**src/design/bbm_pkg.sv**
```systemverilog
// ----------------------------------------------------------------------------
// Bounding box merge package
// Shared sizes, box and command types for the bounding box merge block.
// ----------------------------------------------------------------------------
`timescale 1ns / 1ps
`default_nettype none

package bbm_pkg;

  localparam int MaxBoxes   = 64;
  localparam int CoordBits  = 12;
  localparam int IdxBits    = $clog2(MaxBoxes);
  localparam int CntBits    = $clog2(MaxBoxes + 1);
  localparam int BoxBits    = 4 * CoordBits;
  localparam int ExtBits    = CoordBits + 1;
  localparam int CalcBits   = CoordBits + 4;
  localparam int QueueDepth = 2;

  typedef struct packed {
    logic [CoordBits-1:0] left;
    logic [CoordBits-1:0] top;
    logic [CoordBits-1:0] width;
    logic [CoordBits-1:0] height;
  } bbm_box_t;

  typedef struct packed {
    bbm_box_t box;
    logic     keep;
    logic     last;
  } bbm_cmd_t;

endpackage

`default_nettype wire

```
**src/design/bbm_ram.sv**
```systemverilog
// ----------------------------------------------------------------------------
// Generic RAM
// One write port, one read port with registered read data.
// ----------------------------------------------------------------------------
`timescale 1ns / 1ps
`default_nettype none

module bbm_ram #(
  parameter int Width = 8,
  parameter int Depth = 16
) (
  input  wire logic                     clk_i,
  input  wire logic                     we_i,
  input  wire logic [$clog2(Depth)-1:0] waddr_i,
  input  wire logic [Width-1:0]         wdata_i,
  input  wire logic [$clog2(Depth)-1:0] raddr_i,
  output logic      [Width-1:0]         rdata_o
);

  logic [Width-1:0] mem_q [Depth];

  always_ff @(posedge clk_i) begin
    if (we_i) begin
      mem_q[waddr_i] <= wdata_i;
    end
    rdata_o <= mem_q[raddr_i];
  end

endmodule

`default_nettype wire

```
**src/design/bbm_queue.sv**
```systemverilog
// ----------------------------------------------------------------------------
// Command queue
// Short first-in first-out queue between the front and the back.
// ----------------------------------------------------------------------------
`timescale 1ns / 1ps
`default_nettype none

module bbm_queue
  import bbm_pkg::*;
(
  input  wire logic     clk_i,
  input  wire logic     rst_ni,
  input  wire logic     push_i,
  input  bbm_cmd_t      cmd_i,
  output logic          full_o,
  input  wire logic     pop_i,
  output bbm_cmd_t      cmd_o,
  output logic          avail_o
);

  localparam int PtrBits = $clog2(QueueDepth);
  localparam int FillBits = $clog2(QueueDepth + 1);

  bbm_cmd_t             slot_q [QueueDepth];
  logic [PtrBits-1:0]   wptr_q, wptr_d, rptr_q, rptr_d;
  logic [FillBits-1:0]  fill_q, fill_d;

  assign full_o  = (fill_q == FillBits'(QueueDepth));
  assign avail_o = (fill_q != '0);
  assign cmd_o   = slot_q[rptr_q];

  always_comb begin
    wptr_d = wptr_q;
    rptr_d = rptr_q;
    fill_d = fill_q;
    if (push_i) begin
      wptr_d = (wptr_q == PtrBits'(QueueDepth - 1)) ? '0 : wptr_q + 1'b1;
    end
    if (pop_i) begin
      rptr_d = (rptr_q == PtrBits'(QueueDepth - 1)) ? '0 : rptr_q + 1'b1;
    end
    if (push_i && !pop_i) begin
      fill_d = fill_q + 1'b1;
    end else if (pop_i && !push_i) begin
      fill_d = fill_q - 1'b1;
    end
  end

  always_ff @(posedge clk_i or negedge rst_ni) begin
    if (!rst_ni) begin
      wptr_q <= '0;
      rptr_q <= '0;
      fill_q <= '0;
    end else begin
      wptr_q <= wptr_d;
      rptr_q <= rptr_d;
      fill_q <= fill_d;
    end
  end

  always_ff @(posedge clk_i) begin
    if (push_i) begin
      slot_q[wptr_q] <= cmd_i;
    end
  end

endmodule

`default_nettype wire

```
**src/design/bbm_front.sv**
```systemverilog
// ----------------------------------------------------------------------------
// Front end
// Accept boxes, mark those that fit the store, push commands to the queue.
// ----------------------------------------------------------------------------
`timescale 1ns / 1ps
`default_nettype none

module bbm_front
  import bbm_pkg::*;
(
  input  wire logic                 clk_i,
  input  wire logic                 rst_ni,
  input  wire logic                 in_valid_i,
  output logic                      in_ready_o,
  input  wire logic [CoordBits-1:0] rect_left_i,
  input  wire logic [CoordBits-1:0] rect_top_i,
  input  wire logic [CoordBits-1:0] rect_width_i,
  input  wire logic [CoordBits-1:0] rect_height_i,
  input  wire logic                 last_box_i,
  input  wire logic                 full_i,
  output logic                      push_o,
  output bbm_cmd_t                  cmd_o
);

  logic [CntBits-1:0] cnt_q, cnt_d;
  logic               keep;

  assign in_ready_o = !full_i;
  assign push_o     = in_valid_i && !full_i;
  assign keep       = (cnt_q < CntBits'(MaxBoxes));

  always_comb begin
    cmd_o.box.left   = rect_left_i;
    cmd_o.box.top    = rect_top_i;
    cmd_o.box.width  = rect_width_i;
    cmd_o.box.height = rect_height_i;
    cmd_o.keep       = keep;
    cmd_o.last       = last_box_i;
    cnt_d            = cnt_q;
    if (push_o) begin
      if (last_box_i) begin
        cnt_d = '0;
      end else if (keep) begin
        cnt_d = cnt_q + 1'b1;
      end
    end
  end

  always_ff @(posedge clk_i or negedge rst_ni) begin
    if (!rst_ni) begin
      cnt_q <= '0;
    end else begin
      cnt_q <= cnt_d;
    end
  end

endmodule

`default_nettype wire

```
**src/design/bbm_back.sv**
```systemverilog
// ----------------------------------------------------------------------------
// Back end
// Insert boxes in left-edge order, merge greedily, emit the unions.
// ----------------------------------------------------------------------------
`timescale 1ns / 1ps
`default_nettype none

module bbm_back
  import bbm_pkg::*;
(
  input  wire logic                 clk_i,
  input  wire logic                 rst_ni,
  input  wire logic                 avail_i,
  input  bbm_cmd_t                  cmd_i,
  output logic                      pop_o,
  output logic                      out_valid_o,
  input  wire logic                 out_ready_i,
  output logic      [CoordBits-1:0] out_left_o,
  output logic      [CoordBits-1:0] out_top_o,
  output logic      [CoordBits-1:0] out_width_o,
  output logic      [CoordBits-1:0] out_height_o,
  output logic                      out_last_o
);

  typedef enum logic [7:0] {
    ST_IDLE    = 8'b0000_0001,
    ST_INS_RD  = 8'b0000_0010,
    ST_INS_CHK = 8'b0000_0100,
    ST_SCAN    = 8'b0000_1000,
    ST_LOAD_U  = 8'b0001_0000,
    ST_J_RD    = 8'b0010_0000,
    ST_J_CHK   = 8'b0100_0000,
    ST_EMIT    = 8'b1000_0000
  } bbm_state_e;

  localparam int PadBits = CalcBits - ExtBits;

  function automatic logic signed [CalcBits-1:0] sx(input logic [ExtBits-1:0] v);
    return $signed({{PadBits{1'b0}}, v});
  endfunction

  function automatic logic signed [CalcBits-1:0] smin(input logic signed [CalcBits-1:0] a,
                                                      input logic signed [CalcBits-1:0] b);
    return (a < b) ? a : b;
  endfunction

  function automatic logic signed [CalcBits-1:0] smax(input logic signed [CalcBits-1:0] a,
                                                      input logic signed [CalcBits-1:0] b);
    return (a > b) ? a : b;
  endfunction

  bbm_state_e            state_q, state_d;
  bbm_box_t              b_q, b_d;
  logic                  last_q, last_d;
  logic [CntBits-1:0]    count_q, count_d, k_q, k_d, i_q, i_d, j_q, j_d;
  logic [CoordBits-1:0]  ux_q, ux_d, uy_q, uy_d;
  logic [ExtBits-1:0]    uw_q, uw_d, uh_q, uh_d;
  logic                  any_left_q, any_left_d;
  logic [MaxBoxes-1:0]   absorbed_q, absorbed_d;
  logic                  out_valid_q, out_valid_d;
  logic                  out_last_q, out_last_d;
  bbm_box_t              out_q, out_d;

  logic                  we;
  logic [IdxBits-1:0]    waddr, raddr;
  bbm_box_t              wdata, rdata;
  logic [BoxBits-1:0]    rdata_raw;

  logic signed [CalcBits-1:0] ux_s, uy_s, uw_s, uh_s, jx_s, jy_s, jw_s, jh_s;
  logic signed [CalcBits-1:0] ur_s, ub_s, jr_s, jb_s, dist_s, ox_s, oy_s;
  logic signed [CalcBits-1:0] nx_s, ny_s, nw_s, nh_s;
  logic                       do_merge;

  bbm_ram #(
    .Width (BoxBits),
    .Depth (MaxBoxes)
  ) u_store (
    .clk_i   (clk_i),
    .we_i    (we),
    .waddr_i (waddr),
    .wdata_i (wdata),
    .raddr_i (raddr),
    .rdata_o (rdata_raw)
  );

  assign rdata = bbm_box_t'(rdata_raw);

  always_comb begin
    ux_s   = sx({1'b0, ux_q});
    uy_s   = sx({1'b0, uy_q});
    uw_s   = sx(uw_q);
    uh_s   = sx(uh_q);
    jx_s   = sx({1'b0, rdata.left});
    jy_s   = sx({1'b0, rdata.top});
    jw_s   = sx({1'b0, rdata.width});
    jh_s   = sx({1'b0, rdata.height});
    ur_s   = ux_s + uw_s;
    ub_s   = uy_s + uh_s;
    jr_s   = jx_s + jw_s;
    jb_s   = jy_s + jh_s;
    dist_s = (ux_s + (uw_s >>> 1)) - (jx_s + (jw_s >>> 1));
    if (dist_s < 0) begin
      dist_s = -dist_s;
    end
    ox_s = (smin(ur_s, jr_s) - smax(ux_s, jx_s)) <<< 1;
    oy_s = (smin(ub_s, jb_s) - smax(uy_s, jy_s)) <<< 1;
    do_merge = (dist_s < smin(uh_s, jh_s)) ||
               (((ox_s > uw_s) || (ox_s > jw_s)) && ((oy_s > uh_s) || (oy_s > jh_s)));
    nx_s = smin(ux_s, jx_s);
    ny_s = smin(uy_s, jy_s);
    nw_s = smax(ur_s, jr_s) - nx_s;
    nh_s = smax(ub_s, jb_s) - ny_s;
  end

  always_comb begin
    state_d     = state_q;
    b_d         = b_q;
    last_d      = last_q;
    count_d     = count_q;
    k_d         = k_q;
    i_d         = i_q;
    j_d         = j_q;
    ux_d        = ux_q;
    uy_d        = uy_q;
    uw_d        = uw_q;
    uh_d        = uh_q;
    any_left_d  = any_left_q;
    absorbed_d  = absorbed_q;
    out_valid_d = out_valid_q;
    out_last_d  = out_last_q;
    out_d       = out_q;
    pop_o       = 1'b0;
    we          = 1'b0;
    waddr       = k_q[IdxBits-1:0];
    wdata       = b_q;
    raddr       = '0;

    if (out_valid_q && out_ready_i) begin
      out_valid_d = 1'b0;
    end

    unique case (state_q)
      ST_IDLE: begin
        if (avail_i) begin
          pop_o  = 1'b1;
          b_d    = cmd_i.box;
          last_d = cmd_i.last;
          k_d    = count_q;
          i_d    = '0;
          if (cmd_i.keep) begin
            state_d = ST_INS_RD;
          end else if (cmd_i.last) begin
            state_d = ST_SCAN;
          end
        end
      end
      ST_INS_RD: begin
        if (k_q == '0) begin
          we      = 1'b1;
          waddr   = '0;
          count_d = count_q + 1'b1;
          state_d = last_q ? ST_SCAN : ST_IDLE;
        end else begin
          raddr   = IdxBits'(k_q - 1'b1);
          state_d = ST_INS_CHK;
        end
      end
      ST_INS_CHK: begin
        we = 1'b1;
        if (rdata.left > b_q.left) begin
          wdata   = rdata;
          k_d     = k_q - 1'b1;
          state_d = ST_INS_RD;
        end else begin
          count_d = count_q + 1'b1;
          state_d = last_q ? ST_SCAN : ST_IDLE;
        end
      end
      ST_SCAN: begin
        if (i_q == count_q) begin
          count_d    = '0;
          absorbed_d = '0;
          state_d    = ST_IDLE;
        end else if (absorbed_q[i_q[IdxBits-1:0]]) begin
          i_d = i_q + 1'b1;
        end else begin
          raddr      = i_q[IdxBits-1:0];
          j_d        = i_q + 1'b1;
          any_left_d = 1'b0;
          state_d    = ST_LOAD_U;
        end
      end
      ST_LOAD_U: begin
        ux_d    = rdata.left;
        uy_d    = rdata.top;
        uw_d    = {1'b0, rdata.width};
        uh_d    = {1'b0, rdata.height};
        state_d = ST_J_RD;
      end
      ST_J_RD: begin
        if (j_q == count_q) begin
          state_d = ST_EMIT;
        end else if (absorbed_q[j_q[IdxBits-1:0]]) begin
          j_d = j_q + 1'b1;
        end else begin
          raddr   = j_q[IdxBits-1:0];
          state_d = ST_J_CHK;
        end
      end
      ST_J_CHK: begin
        if (do_merge) begin
          ux_d = nx_s[CoordBits-1:0];
          uy_d = ny_s[CoordBits-1:0];
          uw_d = nw_s[ExtBits-1:0];
          uh_d = nh_s[ExtBits-1:0];
          absorbed_d[j_q[IdxBits-1:0]] = 1'b1;
        end else begin
          any_left_d = 1'b1;
        end
        j_d     = j_q + 1'b1;
        state_d = ST_J_RD;
      end
      ST_EMIT: begin
        if (!out_valid_q || out_ready_i) begin
          out_valid_d  = 1'b1;
          out_last_d   = !any_left_q;
          out_d.left   = ux_q;
          out_d.top    = uy_q;
          out_d.width  = uw_q[ExtBits-1] ? '1 : uw_q[CoordBits-1:0];
          out_d.height = uh_q[ExtBits-1] ? '1 : uh_q[CoordBits-1:0];
          i_d          = i_q + 1'b1;
          state_d      = ST_SCAN;
        end
      end
      default: begin
        state_d = ST_IDLE;
      end
    endcase
  end

  always_ff @(posedge clk_i or negedge rst_ni) begin
    if (!rst_ni) begin
      state_q     <= ST_IDLE;
      count_q     <= '0;
      absorbed_q  <= '0;
      out_valid_q <= 1'b0;
    end else begin
      state_q     <= state_d;
      count_q     <= count_d;
      absorbed_q  <= absorbed_d;
      out_valid_q <= out_valid_d;
    end
  end

  always_ff @(posedge clk_i) begin
    b_q        <= b_d;
    last_q     <= last_d;
    k_q        <= k_d;
    i_q        <= i_d;
    j_q        <= j_d;
    ux_q       <= ux_d;
    uy_q       <= uy_d;
    uw_q       <= uw_d;
    uh_q       <= uh_d;
    any_left_q <= any_left_d;
    out_last_q <= out_last_d;
    out_q      <= out_d;
  end

  assign out_valid_o  = out_valid_q;
  assign out_last_o   = out_last_q;
  assign out_left_o   = out_q.left;
  assign out_top_o    = out_q.top;
  assign out_width_o  = out_q.width;
  assign out_height_o = out_q.height;

endmodule

`default_nettype wire

```
**src/design/bounding_box_merge.sv**
```systemverilog
// ----------------------------------------------------------------------------
// Bounding box merge
// Collect a set of boxes, sort by left edge, merge overlapping boxes greedily.
// ----------------------------------------------------------------------------
//   channel  direction  handshake              payload
//   input    in         in_valid_i/in_ready_o  rect_left/top/width/height, last_box
//   output   out        out_valid_o/out_ready_i out_left/top/width/height, out_last
//
// A stored box is inserted by moving each held entry with a larger left edge
// up one place in the sorted store, with one read and one write per entry.
// Merging reads each later unabsorbed box over one store read port to compare
// it with the current union, skips absorbed boxes and then emits the union,
// and it can stall at the output.
// Reset clears the control state; the box store needs no clearing.
// A two-entry queue lets input items land while the back end is busy.
// ----------------------------------------------------------------------------
`timescale 1ns / 1ps
`default_nettype none

module bounding_box_merge
  import bbm_pkg::*;
(
  input  wire logic                 clk_i,
  input  wire logic                 rst_ni,
  input  wire logic                 in_valid_i,
  output logic                      in_ready_o,
  input  wire logic [CoordBits-1:0] rect_left_i,
  input  wire logic [CoordBits-1:0] rect_top_i,
  input  wire logic [CoordBits-1:0] rect_width_i,
  input  wire logic [CoordBits-1:0] rect_height_i,
  input  wire logic                 last_box_i,
  output logic                      out_valid_o,
  input  wire logic                 out_ready_i,
  output logic      [CoordBits-1:0] out_left_o,
  output logic      [CoordBits-1:0] out_top_o,
  output logic      [CoordBits-1:0] out_width_o,
  output logic      [CoordBits-1:0] out_height_o,
  output logic                      out_last_o
);

  bbm_cmd_t push_cmd, pop_cmd;
  logic     push, pop, full, avail;

  bbm_front u_front (
    .clk_i         (clk_i),
    .rst_ni        (rst_ni),
    .in_valid_i    (in_valid_i),
    .in_ready_o    (in_ready_o),
    .rect_left_i   (rect_left_i),
    .rect_top_i    (rect_top_i),
    .rect_width_i  (rect_width_i),
    .rect_height_i (rect_height_i),
    .last_box_i    (last_box_i),
    .full_i        (full),
    .push_o        (push),
    .cmd_o         (push_cmd)
  );

  bbm_queue u_queue (
    .clk_i   (clk_i),
    .rst_ni  (rst_ni),
    .push_i  (push),
    .cmd_i   (push_cmd),
    .full_o  (full),
    .pop_i   (pop),
    .cmd_o   (pop_cmd),
    .avail_o (avail)
  );

  bbm_back u_back (
    .clk_i        (clk_i),
    .rst_ni       (rst_ni),
    .avail_i      (avail),
    .cmd_i        (pop_cmd),
    .pop_o        (pop),
    .out_valid_o  (out_valid_o),
    .out_ready_i  (out_ready_i),
    .out_left_o   (out_left_o),
    .out_top_o    (out_top_o),
    .out_width_o  (out_width_o),
    .out_height_o (out_height_o),
    .out_last_o   (out_last_o)
  );

endmodule

`default_nettype wire

```
**config.mk**
```make
export PLATFORM = sky130hd
export DESIGN_NAME = bounding_box_merge
export DESIGN_NICKNAME = d
export VERILOG_FILES = /design/src/design/bbm_pkg.sv /design/src/design/bbm_ram.sv /design/src/design/bbm_queue.sv /design/src/design/bbm_front.sv /design/src/design/bbm_back.sv /design/src/design/bounding_box_merge.sv
export SDC_FILE = /design/constraint.sdc
export NUM_CORES = 2
export LEC_CHECK = 0
export ABC_AREA = 1
export BUFFER_PORTS_ARGS = -buffer_cell sky130_fd_sc_hd__buf_2
export CAP_MARGIN = 20
export CELL_PAD_IN_SITES_DETAIL_PLACEMENT = 0
export CELL_PAD_IN_SITES_GLOBAL_PLACEMENT = 1
export CORE_MARGIN = 3
export CORE_UTILIZATION = 35
export CTS_BUF_LIST = sky130_fd_sc_hd__clkbuf_8 sky130_fd_sc_hd__clkbuf_16
export DETAILED_ROUTE_END_ITERATION = 10
export HOLD_SLACK_MARGIN = 0.03
export PLACE_DENSITY = 0.68
export SLEW_MARGIN = 10
export SYNTH_ARGS = -nofsm -noshare
export SYNTH_HDL_FRONTEND = slang
export SYNTH_SLANG_ARGS = --single-unit
export TNS_END_PERCENT = 30
```
**constraint.sdc**
```tcl
create_clock -name clk_i -period 11.3 [get_ports clk_i]
set_input_delay 1.13 -clock clk_i [delete_from_list [all_inputs] [get_ports clk_i]]
set_output_delay 1.13 -clock clk_i [all_outputs]
set_load 0.05 [all_outputs]
```
# Word-level counts from Yosys, hierarchy flattened
# Memory sizes are Yosys's and may differ from the RTL's. A register that Yosys moved wholly into a read port is not among the register bits.
# Index checks and enable logic that the tools add are counted.
[totals] output_inout_bits=51 elab_cells=221 reg_bits=261 ram_bits=3172 n_memories=2 in_bits=53
[mem_list] name="u_back.u_store.mem_q" words=64 width=48 read_ports=1 rd_clocked_by_memory_dff=1 wr=1 line="bbm_ram.sv:20" source="logic [Width-1:0] mem_q [Depth];"
[mem_list] name="u_queue.slot_q" words=2 width=50 read_ports=1 rd_clocked_by_memory_dff=0 wr=1 line="bbm_queue.sv:24" source="bbm_cmd_t slot_q [QueueDepth];"
[op_classes] reduce_logical=37 bitwise_logic=1 muxes=87 eq_ne=27 n_lt_le_gt_ge=20 addsub=21
[ops] operator="64-bit two-way mux" n=2
[ops] operator="64-bit case mux with 2 select lines" n=1
[ops] operator="7-bit two-way mux" n=15
[ops] operator="48-bit two-way mux" n=2
[ops] operator="8-bit two-way mux" n=10
[ops] operator="12-bit two-way mux" n=6
[ops] operator="13-bit two-way mux" n=5
[ops] operator="64-bit bitwise OR" n=1
[ops] operator="7-bit case mux with 3 select lines" n=3
[ops] operator="8-bit case mux with 7 select lines" n=1
[ops] operator="13-bit case mux with 2 select lines" n=2
[ops] operator="12-bit case mux with 2 select lines" n=2
[ops] operator="6-bit two-way mux" n=7
[ops] operator="12-bit by 12-bit adder with 13-bit output" n=3
[ops] operator="12-bit > comparator" n=3
[ops] operator="16-bit by 13-bit > comparator with 1-bit output" n=2
[ops] operator="16-bit by 14-bit > comparator with 1-bit output" n=2
[ops] operator="15-bit subtractor" n=2
[ops] operator="12-bit by 13-bit adder with 14-bit output" n=2
[ops] operator="7-bit by 1-bit adder with 7-bit output (second input constant)" n=4
[ops] operator="14-bit by 13-bit > comparator with 1-bit output" n=2
[ops] operator="14-bit by 13-bit < comparator with 1-bit output" n=2
[ops] operator="14-bit two-way mux" n=2
[ops] operator="13-bit subtractor" n=2
[ops] operator="47 further kinds" n=110

# Logic depth before layout (Yosys ltp)
[logic_depth] ltp_word=10 depth_mapped=49 depth_no_buf=47

# Cells and area by module
# From an unflattened synthesis, not the netlist that was laid out.
[unflattened] hier_cells=13441 hier_area_um2=151943.2
[modules_own_cells] module="bbm_ram" seq_area_each_um2=93209.4 n_inst=1 cells_per_inst=10108 area_each_um2=124330.5
[modules_own_cells] module="bbm_back" seq_area_each_um2=7108.1 n_inst=1 cells_per_inst=3051 area_each_um2=22759.3
[modules_own_cells] module="bbm_queue" seq_area_each_um2=3103.0 n_inst=1 cells_per_inst=181 area_each_um2=4067.7
[modules_own_cells] module="bbm_front" seq_area_each_um2=175.2 n_inst=1 cells_per_inst=101 area_each_um2=785.8

# Worst setup path before layout
# OpenSTA, ideal clock, no wires.
[synth_path] path_type="register to register" start="register u_back.uh_q[0]" end="register u_back.uh_q[0] (enable)" required_time_ns=10.812 setup_time_ns=0.488 stages_incl_launch_ff=39 n_path_buf=1 arrival_time_ns=8.578 setup_slack_ns=2.234 period_less_slack_ns=9.066 cell_sequence="edfxtp_1 > ha_1 > inv_1 > fa_1 > nand3b_1 > nand2_1 > a21boi_0 > o21ai_0 > a21boi_0 > o21bai_1 > a21oi_1 > xor2_1 > ha_1 > inv_1 > nor2_1 > nand2_1 > nor2_1 > nand3_1 > (+3 left out) > ha_1 > fa_1 > nand3b_1 > and2_1 > o41ai_1 > a21oi_1 > o21bai_1 > xor2_1 > ha_1 > nand4_1 > o221ai_1 > a21oi_1 > a21o_1 > nand3_1 > nand2_1 > nand2_1 > nand2_2 > a31oi_1"
[synth_via] elab_chain_cells=10 elab_cells_between_ends=14 cone_classes="add/sub: 2; order compare: 5; eq/ne: 1; mux: 2; reduce/logical: 4"
[synth_lines] element="from (decl)" line="bbm_back.sv:57" source="logic [ExtBits-1:0] uw_q, uw_d, uh_q, uh_d;"
[synth_lines] element="from (signal assigned)" line="bbm_back.sv:264" source="uh_q <= uh_d;"
[synth_lines] element="12-bit by 13-bit adder with 14-bit output" line="bbm_back.sv:98" source="ub_s = uy_s + uh_s;"
[synth_lines] element="14-bit by 13-bit < comparator with 1-bit output" line="bbm_back.sv:44" source="return (a < b) ? a : b;"
[synth_lines] element="14-bit two-way mux" line="bbm_back.sv:44"
[synth_lines] element="15-bit subtractor" line="bbm_back.sv:106" source="oy_s = (smin(ub_s, jb_s) - smax(uy_s, jy_s)) <<< 1;"
[synth_lines] element="16-bit by 14-bit > comparator with 1-bit output or 16-bit by 13-bit > comparator with 1-bit output (tied branches)" line="bbm_back.sv:108" source="(((ox_s > uw_s) || (ox_s > jw_s)) && ((oy_s > uh_s) || (oy_s > jh_s)));"
[synth_lines] element="1-bit logical OR" line="bbm_back.sv:108"
[synth_lines] element="1-bit logical AND" line="bbm_back.sv:108"
[synth_lines] element="1-bit logical OR *" line="bbm_back.sv:107" source="do_merge = (dist_s < smin(uh_s, jh_s)) ||"
[synth_lines] element="2-bit by 1-bit != test with 1-bit output (no line) *"
[synth_lines] element="2-bit AND reduction (no line) *"
# Mark *: on every way between the ends. The rest lies on a longest branch, timed or not.
# A chain may end at the register's enable or synchronous reset.

# Worst setup path in the final report
[layout_path] start="register u_back.uh_q[0]" end="register u_back.absorbed_q[0]"
[layout_via] elab_chain_cells=10 elab_cells_between_ends=14 cone_classes="add/sub: 2; order compare: 5; eq/ne: 1; mux: 2; reduce/logical: 4"
[layout_lines] element="12-bit by 13-bit adder with 14-bit output" line="bbm_back.sv:98"
[layout_lines] element="14-bit by 13-bit < comparator with 1-bit output" line="bbm_back.sv:44"
[layout_lines] element="14-bit two-way mux" line="bbm_back.sv:44"
[layout_lines] element="15-bit subtractor" line="bbm_back.sv:106"
[layout_lines] element="16-bit by 14-bit > comparator with 1-bit output or 16-bit by 13-bit > comparator with 1-bit output (tied branches)" line="bbm_back.sv:108"
[layout_lines] element="1-bit logical OR" line="bbm_back.sv:108"
[layout_lines] element="1-bit logical AND" line="bbm_back.sv:108"
[layout_lines] element="1-bit logical OR *" line="bbm_back.sv:107"
[layout_lines] element="2-bit by 1-bit != test with 1-bit output (no line) *"
[layout_lines] element="3-bit AND reduction (no line) *"
[layout_lines] element="to (signal assigned)" line="bbm_back.sv:250" source="absorbed_q <= absorbed_d;"
[layout_lines] element="to (decl)" line="bbm_back.sv:59" source="logic [MaxBoxes-1:0] absorbed_q, absorbed_d;"
# Marks and branches as above.

==> run_results.csv <==
group,metric,value,unit
outcome,status,"completed",
floorplanning,dieWidth,671,um
final_layout,multi_input_area,42800,um2
timing,rsz0062_at_grt,"false",
logic_synthesis,synth_most_common_cell,"edfxtp_1",
power,powerDensity,276,nW/um2
logic_synthesis,yosysSeqAreaShare,66.9,%
floorplanning,num_rows,243,
floorplanning,dieArea,450000,um2
final_layout,fill_cells,41600,
cts,cts_tree,"done",
route,drcViolationCount,0,
route,ant_nets,0,
cts,cts_made_buffers,379,
placement,portBuffers,103,
power,p_leak,0.0648,uW
setup_path,worstPathRequired,12.17,ns
global_route,grt_pass1_wl,717000,um
logic_synthesis,yosys-top-cells-area,"edfxtp_1, nand2_1, nand3_1",
placement,post-dp-hpwl,282000,um
logic_synthesis,synth_seq_cells,3481,
route,wirelength,504000,um
setup_path,r2r_setup_slack,1.96,ns
logic_synthesis,synth_nets,14100,
setup_path,path_class,"reg2reg",
timing,fin_crit_sh,82.6,%
timing,max_slew_margin,21.3,%
placement,gp_congestion,0.896,
timing,finClkSkew,0.0687,ns
power,total_power,48300,uW
cts,cts.path.max_buffers,4,
floorplanning,pin_count,104,
cts,htreeDepth,5,
timing,worst_pin_slew,1.18,ns
logic_synthesis,synth_edf_count,3342,
global_route,grt_pass1_vias,97200,
global_route,grt-ovfl-total,0,
power,switching_share,40.1,%
logic_synthesis,synth_top_area_share,64.8,%
cts,cts_setup_buffers,0,
power,power.switching,19400,uW
route,drt_iter0_markers,12500,
cts,cts_root_buf,"clkbuf_16",
route,wire_per_inst,25.2,um
final_layout,nNetsFinal,14100,
setup_path,endpoint_kind,"flip-flop",
cts,clk_latency,0.99,ns
timing,tns,0,ns
setup_path,cpPeakStageDelay,0.88,ns
hold_path,hp-class,"in2async",
final_layout,finalNonFillerCells,20000,
logic_synthesis,synthCells,13800,
floorplanning,die_h,671,um
route,dr.pass1.iters,8,
flow_run,drv_cap,0,
global_route,antenna_found_initial,28,
logic_synthesis,synth_common_cells,"edfxtp_1, nand2_1, nand3_1, inv_1, o211ai_1",
floorplanning,core_area,439000,um2
global_route,grt_max_degree,209,
final_layout,drive_above_1_share,10.1,%
setup_path,critPathMostFrequentCell,"nand2_1",
timing,whs,0.171,ns
final_layout,syn2layout_area_growth,12.8,%
timing,setup_viol,0,
timing,min_period,9.34,ns
setup_path,crit_path_max_fanout,64,
cts,post_cts_resized,0,
floorplanning,start_util,35.2,%
route,vias_per_cell,5.26,
cts,cts_hold_buf,0,
power,peakVddDrop,347,uV
route,num_vias,105000,
power,p_clk_share,25.3,%
setup_path,critPathArrivalTime,10.21,ns
final_layout,final_area,175000,um2
logic_synthesis,syn_area_per_cell,11.2,um2
logic_synthesis,syn_area,155000,um2
logic_synthesis,synth_cell_type_count,65,
logic_synthesis,synth_top_area_cell,"edfxtp_1",
final_layout,seqCellArea,104000,um2
logic_synthesis,synth_flop_cell,"edfxtp_1",
timing,slew_violations,0,
power,p_int,28900,uW
timing,fmax,107,MHz
setup_path,cp-start-kind,"flip-flop",
cts,clkTransAtPathRegs,0.06,ns
placement,place_area,162000,um2
setup_path,crit_path_top_delay_cell,"nand2_4",
timing,hold_viol_final,0,
logic_synthesis,yosys_warnings,0,
cts,clock-sinks,3481,
logic_synthesis,synthArstFlopShare,2.61,%
placement,dp.cells,19300,
global_route,grtUsageTotal,21.7,%
power,comb_power_share,39.9,%
power,power_frac_seq,34.8,%
## layout by cell type, fill, tap and decap left out, types with 8 or more instances in the layout
| master | count |
|---|---|
| clkinv_2 | 64 |
| nor2_4 | 69 |
| o211ai_1 | 818 |
| nor3_1 | 29 |
| diode_2 | 17 |
| clkinv_1 | 98 |
| fa_1 | 31 |
| dfrtp_1 | 89 |
| o21ai_4 | 48 |
| inv_6 | 8 |
| nand3b_1 | 118 |
| a31oi_1 | 10 |
| bufinv_16 | 34 |
| edfxtp_1 | 3342 |
| buf_2 | 102 |
| buf_12 | 25 |
| nand3_1 | 1793 |
| buf_4 | 253 |
| nand4_1 | 59 |
| o21bai_1 | 14 |
| nor2_1 | 315 |
| xor2_1 | 73 |
| xnor2_1 | 36 |
| inv_1 | 1573 |
| inv_2 | 8 |
| ha_1 | 244 |
| dfxtp_1 | 48 |
| o22ai_1 | 20 |
| clkbuf_16 | 383 |
| a21o_1 | 8 |
| a21oi_1 | 253 |
| nand2_1 | 3159 |
| or2_2 | 344 |
| o21ai_0 | 450 |
| a211oi_1 | 12 |
## registers in the layout (all words and copies together), names as in the netlist, 13 cells and up
signal                  cells
u_back.uh_q                13
u_queue.slot_q            100
u_back.uw_q                13
u_back.b_q                 48
u_back.absorbed_q          64
u_back.u_store.mem_q     3072
u_back.u_store.rdata_o     48
## final timing paths
check / endpoint / startpoint / cells past startpoint
worst min-delay path: u_back.absorbed_q[5] / rst_ni / 1
worst min register to register: u_back.absorbed_q[49] / u_back.absorbed_q[49] / 2
worst max-delay path: u_back.absorbed_q[0] / u_back.uh_q[0] / 41
min in group clk_i: u_queue.slot_q[1][16] / rect_width_i[2] / 1
worst max register to register: u_back.absorbed_q[0] / u_back.uh_q[0] / 41
max in group asynchronous: u_queue.rptr_q / rst_ni / 2
## layer usage
metal	global-route usage (%)	share of wire (%)
met2	33.6	45
met3	3.09	7.7
met4	8.02	3.9
met5	0	0.0016
met1	31.0	43
## logic make-up (layout without fill, tap and decap cells)
family	Yosys count	count (layout)	synth area share (%)
and+or+nand+nor	5932	5932	16.9
DFF	3481	3481	66.9
buffers and inverters	2275	2587	6.15
AOI/OAI and AO/OA	1692	1692	6.98
adders and majority gates	275	275	2.37
xor gates and xnor gates	109	109	0.617
other	1	18	0.00242
muxes	1	1	0.00647
## area by class of cell
cell class	instances	share of cell area [%]
diodes	17	0.0244
clock buffers	389	5.54
clock inverters	308	1.42
inverters	1509	3.27
multi-input cells	8010	24.5
flip-flops and latches	3481	59.3
well taps	5880	4.21
repair buffers	381	1.68
## critical path, delay by kind of cell, from the launching register on
kind            cells  cell delay, ns
flops               1            0.45
compound gates     14            2.54
xor+xnor            2            0.50
simple gates       17            3.80
fa+ha+maj           6            1.72
buf+inv             2            0.13
## through the flow
step	setup slack (ns)	utilization, %
after global routing	1.19	39.7
after CTS	1.84	39.7
after global placement	1.80	37.0
after detailed placement	1.87	37.0
after floorplan	2.23	-
final	1.96	39.7
## power by group through the flow
| stage | combinational (uW) | sequential (uW) | clock, uW |
|---|---|---|---|
| 6_report | 19300 | 16800 | 12200 |
| 5_1_grt | 21200 | 16800 | 12900 |
| 4_1_cts | 19200 | 16800 | 12400 |
| 3_5_place_dp | 19100 | 17100 | 0 |
| 3_3_place_gp | 19000 | 17000 | 0 |
| 2_1_floorplan | 12300 | 17200 | 0 |
(Power assumes the default switching activity.)
